[src/rtl/core/counter_based_weight_init_generator_defines.svh]
// Assertion macros for the weight initialisation generator.
// Used by the top level only; no other dependencies.
`ifndef COUNTER_BASED_WEIGHT_INIT_GENERATOR_DEFINES_SVH
`define COUNTER_BASED_WEIGHT_INIT_GENERATOR_DEFINES_SVH

// Checked on every rising edge of clk_i, quiet while rst_ni is low.
`define CBWIG_ASSERT(label, prop, msg) \
  label: assert property (@(posedge clk_i) disable iff (!rst_ni) prop) else $error(msg);

// Checked on every rising edge, reset included.
`define CBWIG_ASSERT_ALWAYS(label, prop, msg) \
  label: assert property (@(posedge clk_i) prop) else $error(msg);

`endif

[src/rtl/core/cbwig_pkg.sv]
// Shared types and constants for the weight initialisation generator.
// No dependencies.
`default_nettype none
package cbwig_pkg;

  localparam logic [63:0] FnvBasis = 64'hCBF2_9CE4_8422_2325;
  localparam logic [8:0]  FnvPrimeLow = 9'h1B3;  // prime is 2^40 + 0x1b3
  localparam logic [63:0] SmGamma = 64'h9E37_79B9_7F4A_7C15;
  localparam logic [63:0] SmMul1 = 64'hBF58_476D_1CE4_E5B9;
  localparam logic [63:0] SmMul2 = 64'h94D0_49BB_1331_11EB;
  localparam logic [24:0] HalfQ23 = 25'd8388608;

  localparam logic SeedIdx  = 1'b0;
  localparam logic BoundIdx = 1'b1;
  localparam logic [63:0] SeedReset  = 64'd42;
  localparam logic [23:0] BoundReset = 24'd10273801;

  typedef enum logic [1:0] {
    MODE_KEY_RESET = 2'd0,
    MODE_ABSORB    = 2'd1,
    MODE_SAMPLE    = 2'd2,
    MODE_UNUSED    = 2'd3
  } mode_e;

  typedef enum logic [1:0] {
    PH_KEY,
    PH_IDX,
    PH_FIN
  } phase_e;

  typedef enum logic [3:0] {
    OP_NONE,
    OP_KEY_RESET,
    OP_KEY_ABSORB,
    OP_CAPTURE,
    OP_LOAD,
    OP_GAMMA,
    OP_XS30,
    OP_XS27,
    OP_MUL_LL,
    OP_MUL_HL,
    OP_MUL_LH,
    OP_STORE,
    OP_WEIGHT
  } op_e;

  typedef enum logic [3:0] {
    S_IDLE,
    S_LOAD,
    S_GAMMA,
    S_XS30,
    S_MLL,
    S_MHL,
    S_MLH,
    S_XS27,
    S_STORE,
    S_WEIGHT
  } state_e;

  typedef struct packed {
    op_e    op;
    phase_e phase;
    logic   mul2;
  } cmd_t;

endpackage
`default_nettype wire

[src/rtl/core/cbwig_ctrl.sv]
// Sequencer for the weight initialisation generator: steps the datapath
// through three mixes and the weight product. Uses cbwig_pkg.
`default_nettype none
module cbwig_ctrl (
  input  wire logic           clk_i,
  input  wire logic           rst_ni,
  input  wire logic           in_valid_i,
  input  wire logic [1:0]     mode_i,
  output logic                in_ready_o,
  input  wire logic           out_ready_i,
  output logic                out_valid_o,
  output cbwig_pkg::cmd_t     cmd_o
);

  cbwig_pkg::state_e state_q, state_d;
  cbwig_pkg::phase_e phase_q, phase_d;
  logic mul2_q, mul2_d;
  logic out_valid_q, out_valid_d;

  always_ff @(posedge clk_i or negedge rst_ni) begin
    if (!rst_ni) begin
      state_q     <= cbwig_pkg::S_IDLE;
      phase_q     <= cbwig_pkg::PH_KEY;
      mul2_q      <= 1'b0;
      out_valid_q <= 1'b0;
    end else begin
      state_q     <= state_d;
      phase_q     <= phase_d;
      mul2_q      <= mul2_d;
      out_valid_q <= out_valid_d;
    end
  end

  always_comb begin
    state_d     = state_q;
    phase_d     = phase_q;
    mul2_d      = mul2_q;
    out_valid_d = out_valid_q && !out_ready_i;
    cmd_o.op    = cbwig_pkg::OP_NONE;
    cmd_o.phase = phase_q;
    cmd_o.mul2  = mul2_q;
    in_ready_o  = 1'b0;
    unique case (state_q)
      cbwig_pkg::S_IDLE: begin
        in_ready_o = 1'b1;
        if (in_valid_i) begin
          unique case (cbwig_pkg::mode_e'(mode_i))
            cbwig_pkg::MODE_KEY_RESET: cmd_o.op = cbwig_pkg::OP_KEY_RESET;
            cbwig_pkg::MODE_ABSORB:    cmd_o.op = cbwig_pkg::OP_KEY_ABSORB;
            cbwig_pkg::MODE_SAMPLE: begin
              cmd_o.op = cbwig_pkg::OP_CAPTURE;
              phase_d  = cbwig_pkg::PH_KEY;
              state_d  = cbwig_pkg::S_LOAD;
            end
            default: cmd_o.op = cbwig_pkg::OP_NONE;
          endcase
        end
      end
      cbwig_pkg::S_LOAD: begin
        cmd_o.op = cbwig_pkg::OP_LOAD;
        state_d  = cbwig_pkg::S_GAMMA;
      end
      cbwig_pkg::S_GAMMA: begin
        cmd_o.op = cbwig_pkg::OP_GAMMA;
        state_d  = cbwig_pkg::S_XS30;
      end
      cbwig_pkg::S_XS30: begin
        cmd_o.op = cbwig_pkg::OP_XS30;
        mul2_d   = 1'b0;
        state_d  = cbwig_pkg::S_MLL;
      end
      cbwig_pkg::S_MLL: begin
        cmd_o.op = cbwig_pkg::OP_MUL_LL;
        state_d  = cbwig_pkg::S_MHL;
      end
      cbwig_pkg::S_MHL: begin
        cmd_o.op = cbwig_pkg::OP_MUL_HL;
        state_d  = cbwig_pkg::S_MLH;
      end
      cbwig_pkg::S_MLH: begin
        cmd_o.op = cbwig_pkg::OP_MUL_LH;
        state_d  = mul2_q ? cbwig_pkg::S_STORE : cbwig_pkg::S_XS27;
      end
      cbwig_pkg::S_XS27: begin
        cmd_o.op = cbwig_pkg::OP_XS27;
        mul2_d   = 1'b1;
        state_d  = cbwig_pkg::S_MLL;
      end
      cbwig_pkg::S_STORE: begin
        cmd_o.op = cbwig_pkg::OP_STORE;
        unique case (phase_q)
          cbwig_pkg::PH_KEY: begin
            phase_d = cbwig_pkg::PH_IDX;
            state_d = cbwig_pkg::S_LOAD;
          end
          cbwig_pkg::PH_IDX: begin
            phase_d = cbwig_pkg::PH_FIN;
            state_d = cbwig_pkg::S_LOAD;
          end
          default: state_d = cbwig_pkg::S_WEIGHT;
        endcase
      end
      cbwig_pkg::S_WEIGHT: begin
        // wait for the output register to free up
        if (!out_valid_q || out_ready_i) begin
          cmd_o.op    = cbwig_pkg::OP_WEIGHT;
          out_valid_d = 1'b1;
          state_d     = cbwig_pkg::S_IDLE;
        end
      end
      default: state_d = cbwig_pkg::S_IDLE;
    endcase
  end

  assign out_valid_o = out_valid_q;

endmodule
`default_nettype wire

[config.mk]
export PLATFORM = sky130hd
export DESIGN_NAME = cbwig_ctrl
export DESIGN_NICKNAME = d
export VERILOG_FILES = /design/src/rtl/core/counter_based_weight_init_generator_defines.svh /design/src/rtl/core/cbwig_pkg.sv /design/src/rtl/core/cbwig_ctrl.sv
export SDC_FILE = /design/constraint.sdc
export NUM_CORES = 1
export LEC_CHECK = 0
export BUFFER_PORTS_ARGS = -buffer_cell sky130_fd_sc_hd__buf_2
export CAP_MARGIN = 0
export CELL_PAD_IN_SITES_DETAIL_PLACEMENT = 0
export CELL_PAD_IN_SITES_GLOBAL_PLACEMENT = 1
export CORE_MARGIN = 4
export CORE_UTILIZATION = 34
export CTS_CLUSTER_DIAMETER = 60
export CTS_CLUSTER_SIZE = 25
export DETAILED_ROUTE_END_ITERATION = 12
export HOLD_SLACK_MARGIN = 0.1
export PLACE_DENSITY_LB_ADDON = 0.1
export RECOVER_POWER = 25
export SYNTH_ARGS = -nofsm -noshare
export SYNTH_HDL_FRONTEND = slang
export SYNTH_SLANG_ARGS = --single-unit
[constraint.sdc]
create_clock -name clk_i -period 1.6 [get_ports clk_i]
set_input_delay 0.16 -clock clk_i [delete_from_list [all_inputs] [get_ports clk_i]]
set_output_delay 0.16 -clock clk_i [all_outputs]
set_load 0.005 [all_outputs]
# Word-level counts from Yosys, hierarchy flattened
# Index checks and enable logic that the tools add are counted.
# word_totals
inputBits	6
output_inout_bits	9
ff_bits	8
elab_cells	51
# op_classes
mux	18
n_eq_ne	16
reduce_logical	13
# ops
cell	count
4-bit case mux with 10 select lines	1
4-bit case mux with 9 select lines	1
4-bit 2-to-1 mux	6
4-bit by 3-bit equality test with 1-bit output (second input constant)	4
4-bit by 2-bit equality test with 1-bit output (second input constant)	2
4-bit equality test (second input constant)	2
2-bit case mux with 2 select lines	2
2-bit 2-to-1 mux	3
2-bit case mux with 3 select lines	1
2-bit by 1-bit equality test with 1-bit output (second input constant)	2
4-bit by 1-bit equality test with 1-bit output (second input constant)	1
2-bit logical NOT	2
4-bit logical NOT	1
2-bit inequality test (second input constant)	2
4-bit AND reduction	1
2-bit nonzero test	2
2-bit OR reduction	2
1-bit 2-to-1 mux	3
3-bit inequality test (second input constant)	1
3-bit AND reduction	1
2-bit equality test (second input constant)	1
1-bit logical NOT	2
2-bit by 1-bit inequality test with 1-bit output (second input constant)	1
1-bit case mux with 2 select lines	1
2 further kinds	2

# Depth between registers and ports, before layout
# Gate-level depths: netlist of run 1.
# logic_depth
ltp_word	4
ltp_mapped	5
depth_no_buf	5

# Least setup slack after synthesis of run 1
# No wires, ideal clock.
# synth_timing
path_type	flip-flop to flip-flop
from	reg state_q[1]
to	reg phase_q[1]
slack_ns	0.390
setup_ns	0.123
required_ns	1.477
path_buffers	1
synth_period_minus_slack_ns	1.210
stages_incl_launch_ff	5
t_arrival_ns	1.087
cell_sequence	dfrtp_1 -> buf_6 -> or3_4 -> o21ai_0 -> a21oi_1
# synth_via
elab_chain_cells	3
word_cells_on_any_way	8
classes_between	eq/ne (4); mux (1); reduce/logical (3)
# synth_rtl
element	line	rtl
from (decl)	cbwig_ctrl.sv:15	cbwig_pkg::state_e state_q, state_d;
from (signal assigned)	cbwig_ctrl.sv:22	state_q <= cbwig_pkg::S_IDLE;
from (signal assigned)	cbwig_ctrl.sv:27	state_q <= state_d;
4-bit equality test / 4-bit logical NOT (equally long branches)	cbwig_ctrl.sv:43	unique case (state_q)
3-bit inequality test (no source line) (tied with other cells)	--	
4-bit AND reduction (no source line)	--	
to (signal assigned)	cbwig_ctrl.sv:23	phase_q <= cbwig_pkg::PH_KEY;
to (signal assigned)	cbwig_ctrl.sv:28	phase_q <= phase_d;
to (decl)	cbwig_ctrl.sv:16	cbwig_pkg::phase_e phase_q, phase_d;
# Several ways; a longest one is shown, not always the timed one.
# A chain may end at the register's enable or synchronous reset.

==> key figures, run 1 <==
Status
  • Outcome: finished, final reports clean

Die
  • # rows: 13
  • Die Wd: 47.5 um
  • Core Area: 1380 sq um
  • # IOs: 15
  • Chip height: 47.5 um
  • Starting Density: 38.4%
  • Die ar.: 2260 sq um

STA
  • Fin crit share: 94.7%
  • Maximum clock rate: 660 MHz
  • RSZ-0062 raised after global routing: false
  • Final Max Tran Viols: 0
  • Worst Slack Setup Final: 84.1 ps
  • Hold WS: 233 ps
  • Fin Clk Skew: 6.60 ps
  • Setup TNS: 0 ps
  • Worst-Margin Slew: 413 ps
  • Final hold vios: 0
  • Tmin final: 1520 ps
  • Setup-failing EPs final: 0
  • Slew margin rel.: 72.4%

Synthesis
  • Largest area contributor in the netlist: dfrtp_1
  • Post-Syn Nets: 73
  • Synth top cells by count: 9 x a21oi_1, 9 x o21ai_0, 8 x dfrtp_1, 7 x nand2_1, 6 x nor2_1
  • Synthesized area per cell: 8.04 sq um
  • Ys flop type: dfrtp_1
  • EDFF count, synth: 0
  • Sequential area share after synthesis: 37.7%
  • Synth async-reset ratio: 100%
  • Post-Syn Instances: 66
  • Seq cells post-synth: 8
  • Distinct cells, synth: 25
  • Synth top area share: 37.7%
  • Top cells by area, synth: dfrtp_1 38%, a21oi_1 8.5%, o21ai_0 8.5%, nand2_1 5.0%, nor2_1 4.2%
  • YS warnings: 0
  • Post-Syn Area: 531 sq um

Power and ir drop
  • Leak pwr: 0.333 nW
  • Power per cell area: 1780 nW/um^2
  • Worst vdd ir: 849 uV

GRT
  • GRT overflow: 0
  • Largest net degree at the start of global routing: 13
  • First-pass GRT wire length: 1950 um
  • Vias in the first global route: 434
  • Initial antenna violation count: 0
  • Gr usage total: 12.7%

Worst setup path
  • R2R Setup Slk: 360 ps
  • Crit-path max cell delay: 460 ps
  • Startpoint types: flop
  • Worst Path Arrival: 1360 ps
  • CP Capture Type: output pin
  • Req. time, crit path: 1440 ps
  • R2R Path End: phase_q[1]$_DFFE_PN0P_
  • Crit-path max FO: 9
  • Critical-path cell list: maj3_1 > o32ai_1 > buf_2
  • FF-to-FF Start: state_q[1]$_DFFE_PN0P_
  • Setup Crit Path Kind: flop to output pin
  • CP max-delay cell: dfrtp_2
  • R2R depth: 3

Route
  • Via density: 5.07
  • Iteration-0 DRC Markers: 11
  • WL per Instance: 11.3 um
  • Antenna viol nets, final: 0
  • Via count: 522
  • DRT Pass-1 Iters: 2
  • DRC: 0
  • Total wire length: 1170 um

Clocking
  • Root buf cell: clkbuf_4
  • Total CTS buffers: 3
  • Clock slew seen by the registers of the worst setup and hold paths: 50 ps
  • Clk Latency, worst-skew pair: 250 ps
  • CTS max path bufs: 2
  • H-tree levels: 1
  • CTS tree: yes
  • Clk sinks: 8

Min path
  • Hold Path Depth: 3
  • Worst Hold Class: primary input to flop
  • HP Start: out_ready_i
  • Worst Hold Path EP: out_valid_o$_DFF_PN0_

Placed design
  • Final Wtd Congestion: 0.798
  • Setup WS pre-CTS: 215 ps
  • Placed instance count: 92
  • IO buf count: 14
  • DP HPWL: 904 um

Cells and area
  • Nets: 97
  • Multi-input gate area: 295 sq um
  • Layout overhead on the synthesized area: 31.8%
  • FILL cells: 144
  • Register area: 205 sq um
  • Share of layout cells above drive strength 1: 39.8%
  • Final cell count without fillers: 103
  • Antenna diodes: 0

Flow run
  • Max-Cap Viols: 0
-- critical path, delay by kind of cell (launching register included) --
kind	cells	cell delay, ps
compound gates	1	130
fa+ha+maj	1	360
buf+inv	1	160
flops	1	460
-- power breakdown --
part / switching (mW) / total [mW] / internal [mW]
Clock: 0.0585 / 0.144 / 0.0851
Combinational: 0.325 / 0.707 / 0.382
Sequential: 0.110 / 0.393 / 0.282
Total: 0.494 / 1.24 / 0.749
-- stage by stage --
step                cell area, sq um  power [mW]  util, %
floorplan                        531       0.806        -
global placement                 598       0.980     43.3
detailed placement               598       0.968     43.3
CTS                              634        1.13     45.9
global route                     699        1.38     50.6
finish                           699        1.24     50.6
-- state kept, by name, indices dropped and copies added, names as in the netlist --
| register | flops |
|---|---|
| mul2_q | 1 |
| state_q | 4 |
| phase_q | 2 |
| out_valid_o | 1 |
-- layout make-up --
class                   instances  area share, %
clock buffers                   3           3.22
inverters                       5           2.68
multi-input cells              49           42.2
flip-flops and latches          8           29.3
well taps                      15           2.68
repair buffers                 23           19.9
-- worst max-delay path by stage --
stage	start	end	slack [ps]	cells past startpoint
global route	state_q[1]$_DFFE_PN0P_	cmd_o[5]	2	4
global placement	state_q[3]$_DFFE_PN0P_	cmd_o[6]	220	5
CTS	state_q[3]$_DFFE_PN0P_	cmd_o[6]	8	5
floorplan	state_q[1]$_DFFE_PN0P_	phase_q[1]$_DFFE_PN0P_	390	4
finish	state_q[2]$_DFFE_PN0P_	cmd_o[5]	80	3
detailed placement	state_q[1]$_DFFE_PN0P_	cmd_o[5]	220	4
-- layout by cell type (no fill, tap or decap), types with 3 or more instances in the layout --
cell type  count
a21oi_1        9
buf_4          8
o21ai_0        9
nor2_1         5
inv_1          4
clkbuf_4       3
dfrtp_1        4
nand2_1        7
dfrtp_2        4
buf_2         13
-- layer usage --
metal | routed length (um) | vias to the layer above | track usage [%]
li1 | - | 279 | -
met1 | 585 | 231 | 19.1
met3 | 50 | 4 | 2.26
met2 | 498 | 8 | 15.5
met5 | 0 | - | 0
met4 | 31 | 0 | 9.94
-- cells by family after synthesis --
family	share of synthesized area, %
mux	2.12
flops	37.7
simple gates	21.5
buf+inv	8.96
compound gates	25.5
fa+ha+maj	4.24
-- repair_timing --
action,CTS,global route
endpoints found under the hold margin,8,0
buffers inserted,0,7
pin swaps,0,1
setup endpoints to repair,2,3
gates resized for setup,3,5
hold buffers,1,0
No activity file was read; power rests on OpenSTA's default activity.
==> inputs of run 2 (changes only) <==
==> constraint.sdc (replaced) <==
create_clock -name clk_i -period 1.6 [get_ports clk_i]
set_input_delay 0.32 -clock clk_i [delete_from_list [all_inputs] [get_ports clk_i]]
set_output_delay 0.32 -clock clk_i [all_outputs]
set_load 0.1 [all_outputs]
==> run 2 against run 1 <==
The flow now finishes with violations (setup timing). First-iteration DRC count fell by 9.1%. Critical path depth did not move. Fmax fell by 13%. Sequential share of layout area fell by 8.2 points. Worst setup slack got worse by 230 ps. Design area rose by 40%.
==> key figures, run 2 (synthesized netlist as in run 1, its figures left out) <==
Status
  • Outcome: finished with violations
  • Failing checks: setup timing

Worst setup path
  • Startpoint types: flop
  • Crit path max-delay family: flip-flops
  • Crit-path max cell delay: 430 ps
  • Crit-path max FO: 5
  • Setup Crit Path Kind: flop to output pin
  • Critical-path cell list: or3_4 > o22ai_4 > buf_12
  • CP max-delay cell: dfrtp_2
  • Req. time, crit path: 1280 ps
  • Critical path buffers and inverters: 1
  • Worst Path Arrival: 1430 ps
  • CP Capture Type: output pin

Cells and area
  • Top Registers: state_q: 4 flops, phase_q: 2 flops
  • Antenna diodes: 0
  • Layout overhead on the synthesized area: 84.9%
  • Largest Register: state_q
  • Most common cell after layout, fill and taps aside: buf_4
  • Most frequent cells in the layout: 20 x buf_4, 9 x a21oi_1, 8 x buf_2
  • Share of layout cells above drive strength 1: 56.9%
  • Max FFs per register: 4
  • Finished Cell Area: 981 sq um
  • Final cell count without fillers: 117
  • Nets: 110

Clocking
  • H-tree levels: 1
  • Clk Latency, worst-skew pair: 250 ps
  • CTS tree: yes
  • Total CTS buffers: 3
  • Root buf cell: clkbuf_4
  • Clk sinks: 8
  • Clock slew seen by the registers of the worst setup and hold paths: 60 ps
  • CTS max path bufs: 2

STA
  • Fin Clk Skew: 0.603 ps
  • Fin crit share: 109%
  • Maximum clock rate: 572 MHz
  • RSZ-0062 raised after global routing: true
  • Final hold vios: 0
  • Tmin final: 1750 ps
  • Final Max Tran Viols: 0
  • Hold WS: 441 ps
  • Setup-failing EPs final: 5
  • Slew margin rel.: 67.8%
  • Worst-Margin Slew: 486 ps
  • Worst Slack Setup Final: -148 ps

Die
  • Die ar.: 2260 sq um
  • # rows: 13
  • Chip height: 47.5 um
  • # IOs: 15
  • Die Wd: 47.5 um
  • Core Area: 1380 sq um
  • Starting Density: 38.4%

GRT
  • First-pass GRT wire length: 2480 um
  • GRT overflow: 0
  • Initial antenna violation count: 0
  • Largest net degree at the start of global routing: 9
  • Vias in the first global route: 577
  • Gr usage total: 15.7%

Route
  • Via count: 599
  • Via density: 5.12
  • WL per Instance: 13.7 um
  • Antenna viol nets, final: 0
  • Total wire length: 1600 um
  • DRT Pass-1 Iters: 3
  • DRC: 0
  • Iteration-0 DRC Markers: 10

Placed design
  • Post-DP Area: 857 sq um
  • Placed instance count: 107
  • IO buf count: 14
  • Final Wtd Congestion: 0.821
  • DP HPWL: 1170 um

Min path
  • Worst Hold Class: primary input to flop

Flow run
  • Max-Cap Viols: 0
## run 2: cell count changes in the layout (fill, tap and decap cells not counted), moves of 2 or more
cell     delta
o21ai_0     -3
buf_12      +6
nor2_4      +2
buf_4      +12
nor2b_4     +2
buf_2       -5
nor2_1      -3
## run 2: final cells by class
class / instances / area [sq um]
tap: 15 / 18.8
inverter: 5 / 18.8
timing repair buffer: 36 / 324
multi-input combinational: 49 / 385
sequential: 8 / 208
clock buffer: 4 / 26.3
fill: 110 / 402
## run 2: path summary, 6_finish.rpt
path	start	endpoint	depth (start not counted)	slack, ps
max in group asynchronous	rst_ni	out_valid_o$_DFF_PN0_	2	760
setup / recovery	state_q[0]$_DFFE_PN0P_	cmd_o[4]	3	-150
setup reg to reg	state_q[0]$_DFFE_PN0P_	phase_q[1]$_DFFE_PN0P_	4	220
hold reg to reg	out_valid_o$_DFF_PN0_	out_valid_o$_DFF_PN0_	2	600
hold / removal	out_ready_i	out_valid_o$_DFF_PN0_	3	440
min in group asynchronous	rst_ni	phase_q[0]$_DFFE_PN0P_	2	500
## run 2: per-layer routing
metal  GRT usage (%)  vias to the layer above  share of wire, %
li1                -                      300                 -
met1            20.9                      291                45
met5               0                        -                 0
met2            25.4                        6                52
met4            8.29                        0              0.56
met3            1.13                        2               2.7
## run 2: worst reg2reg max path, cell delays in order, from the launching register on
cell and delay [ps]:
dfrtp_2 430, or3_4 410, buf_4 160, o21ai_0 160, a21oi_1 90
## run 2: through the flow
stage                     setup slack, ps  util (%)  TNS [ps]
after floorplan                      -315         -      -766
after global placement               39.0      62.0         0
after detailed placement            -38.6      62.0     -38.6
after CTS                            -165      66.7      -721
after global routing                 -215      71.0      -968
final                                -148      71.0      -663
## run 2: what timing repair did
| action | in CTS | in global routing |
|---|---|---|
| hold buffers | 1 | 0 |
| gates resized for setup | 6 | 9 |
| endpoints found under the hold margin | 8 | 0 |
| setup endpoints to repair | 5 | 5 |
| buffers inserted | 3 | 2 |
| pin swaps | 3 | 3 |
Power of run 2 is not shown: default switching activity piles up to over one toggle a cycle in this logic, so the estimate is an artifact.
==> inputs of run 3 (changes only) <==
--- a/config.mk
+++ b/config.mk
@@ -15,6 +15,7 @@
 export CTS_CLUSTER_SIZE = 25
 export DETAILED_ROUTE_END_ITERATION = 12
 export HOLD_SLACK_MARGIN = 0.1
+export MAX_ROUTING_LAYER = met4
 export PLACE_DENSITY_LB_ADDON = 0.1
 export RECOVER_POWER = 25
 export SYNTH_ARGS = -nofsm -noshare
==> run 3 against run 2 <==
The run still ends with setup timing left. Via count is 0.17% higher. Wire length stayed put. Cell count unchanged. Critical path type unchanged. Worst hold slack barely moved. Worst setup slack worse by 0.50 ps. Clock skew barely moved. Design area is the same. Non-clock buffer count unchanged. Core utilization unchanged. Die area unchanged. Sequential share of layout area did not move. Fmax hardly changed.
==> key figures, run 3 (synthesized netlist as in run 1, its figures left out) <==
Die
  • # IOs: 15
  • Chip height: 47.5 um
  • # rows: 13
  • Starting Density: 38.4%
  • Die ar.: 2260 sq um
  • Core Area: 1380 sq um
  • Die Wd: 47.5 um

Worst setup path
  • Critical path depth: 3
  • Req. time, crit path: 1280 ps
  • CP max-delay cell: dfrtp_2
  • Setup Crit Path Kind: flop to output pin
  • FF-to-FF Start: state_q[0]$_DFFE_PN0P_
  • Crit-path max FO: 5
  • Critical-path cell list: or3_4 > o22ai_4 > buf_12
  • R2R depth: 4
  • Startpoint types: flop
  • Crit path max-delay family: flip-flops
  • Crit-path max cell delay: 430 ps
  • Critical path destination: cmd_o[4]
  • Setup crit start: state_q[0]$_DFFE_PN0P_
  • Critical path buffers and inverters: 1
  • Worst Path Arrival: 1430 ps
  • CP Capture Type: output pin
  • R2R Setup Slk: 220 ps
  • R2R Path End: phase_q[1]$_DFFE_PN0P_

Status
  • Outcome: finished with violations
  • Failing checks: setup timing

Placed design
  • Placed instance count: 107
  • DP HPWL: 1170 um
  • IO buf count: 14
  • Final Wtd Congestion: 0.833

GRT
  • Initial antenna violation count: 0
  • Gr busiest metal: met2
  • Met3 Usage GRT: 1.13%
  • Gr usage total: 16.2%
  • GRT overflow: 0
  • First-pass GRT wire length: 2480 um
  • Largest net degree at the start of global routing: 9
  • Grt met2 use: 25.4%
  • Vias in the first global route: 578
  • Met1 Usage GRT: 20.9%

Cells and area
  • Most frequent cells in the layout: 20 x buf_4, 9 x a21oi_1, 8 x buf_2
  • Antenna diodes: 0
  • Max FFs per register: 4
  • Layout overhead on the synthesized area: 84.9%
  • Share of layout cells above drive strength 1: 56.9%
  • Top Registers: state_q: 4 flops, phase_q: 2 flops
  • FILL cells: 110
  • Largest Register: state_q
  • Most common cell after layout, fill and taps aside: buf_4
  • Final cell count without fillers: 117
  • Nets: 110

STA
  • Slew margin rel.: 67.8%
  • Maximum clock rate: 572 MHz
  • Fin Clk Skew: 0.602 ps
  • RSZ-0062 raised after global routing: true
  • Tmin final: 1750 ps
  • Setup TNS: -667 ps
  • Setup-failing EPs final: 5
  • Fin crit share: 109%
  • Worst Slack Setup Final: -148 ps
  • Worst-Margin Slew: 486 ps
  • Final Max Tran Viols: 0
  • Hold WS: 441 ps
  • Final hold vios: 0

Route
  • Iteration-0 DRC Markers: 10
  • WL per Instance: 13.7 um
  • Via density: 5.13
  • Via count: 600
  • Total wire length: 1600 um
  • DRC: 0
  • DRT Pass-1 Iters: 3
  • Antenna viol nets, final: 0

Clocking
  • Clk sinks: 8
  • Root buf cell: clkbuf_4
  • CTS max path bufs: 2
  • H-tree levels: 1
  • Clk Latency, worst-skew pair: 250 ps
  • Total CTS buffers: 3
  • CTS tree: yes
  • Clock slew seen by the registers of the worst setup and hold paths: 60 ps

Flow run
  • Max-Cap Viols: 0

Min path
  • Worst Hold Class: primary input to flop
==> run 3: per-stage QoR <==
step	cell area (sq um)	worst slack [ps]	utilization [%]
final	981	-148	71.0
after detailed placement	857	-38.6	62.0
after CTS	922	-165	66.7
after floorplan	602	-315	-
after global placement	857	39.0	62.0
after global routing	981	-215	71.0
==> run 3: how the worst min path moves through the flow <==
stage	startpoint	to	slack, ps	cells after the start
final	out_ready_i	out_valid_o$_DFF_PN0_	440	3
after global routing	out_ready_i	out_valid_o$_DFF_PN0_	450	3
after CTS	rst_ni	mul2_q$_DFFE_PN0P_	430	2
after detailed placement	rst_ni	phase_q[0]$_DFFE_PN0P_	170	1
after global placement	rst_ni	phase_q[0]$_DFFE_PN0P_	170	1
after floorplan	rst_ni	mul2_q$_DFFE_PN0P_	20	0
==> run 3: worst register-to-register path: stages (launching register included) <==
cell     delay [ps]
dfrtp_2         430
or3_4           420
buf_4           160
o21ai_0         160
a21oi_1          90
==> run 3: what timing repair did <==
item,CTS,global route
buffers inserted,3,2
hold endpoints to repair,8,0
pin swaps,3,3
setup endpoints to repair,5,5
hold buffers,1,0
resized for setup,6,9
==> run 3: cell type report <==
cell class                      count  area (sq um)  area share [%]
Timing Repair Buffer               36           324            33.0
Tap cell                           15          18.8            1.91
Clock buffer                        4          26.3            2.68
Multi-Input combinational cell     49           385            39.3
Inverter                            5          18.8            1.91
Sequential cell                     8           208            21.2
==> run 3: layer usage <==
| metal | routed length (um) | share of wire, % |
|---|---|---|
| met5 | 0 | 0 |
| met4 | 9 | 0.56 |
| met2 | 831 | 52 |
| met1 | 719 | 45 |
| met3 | 43 | 2.7 |
Power of run 3 is left out for the same reason.
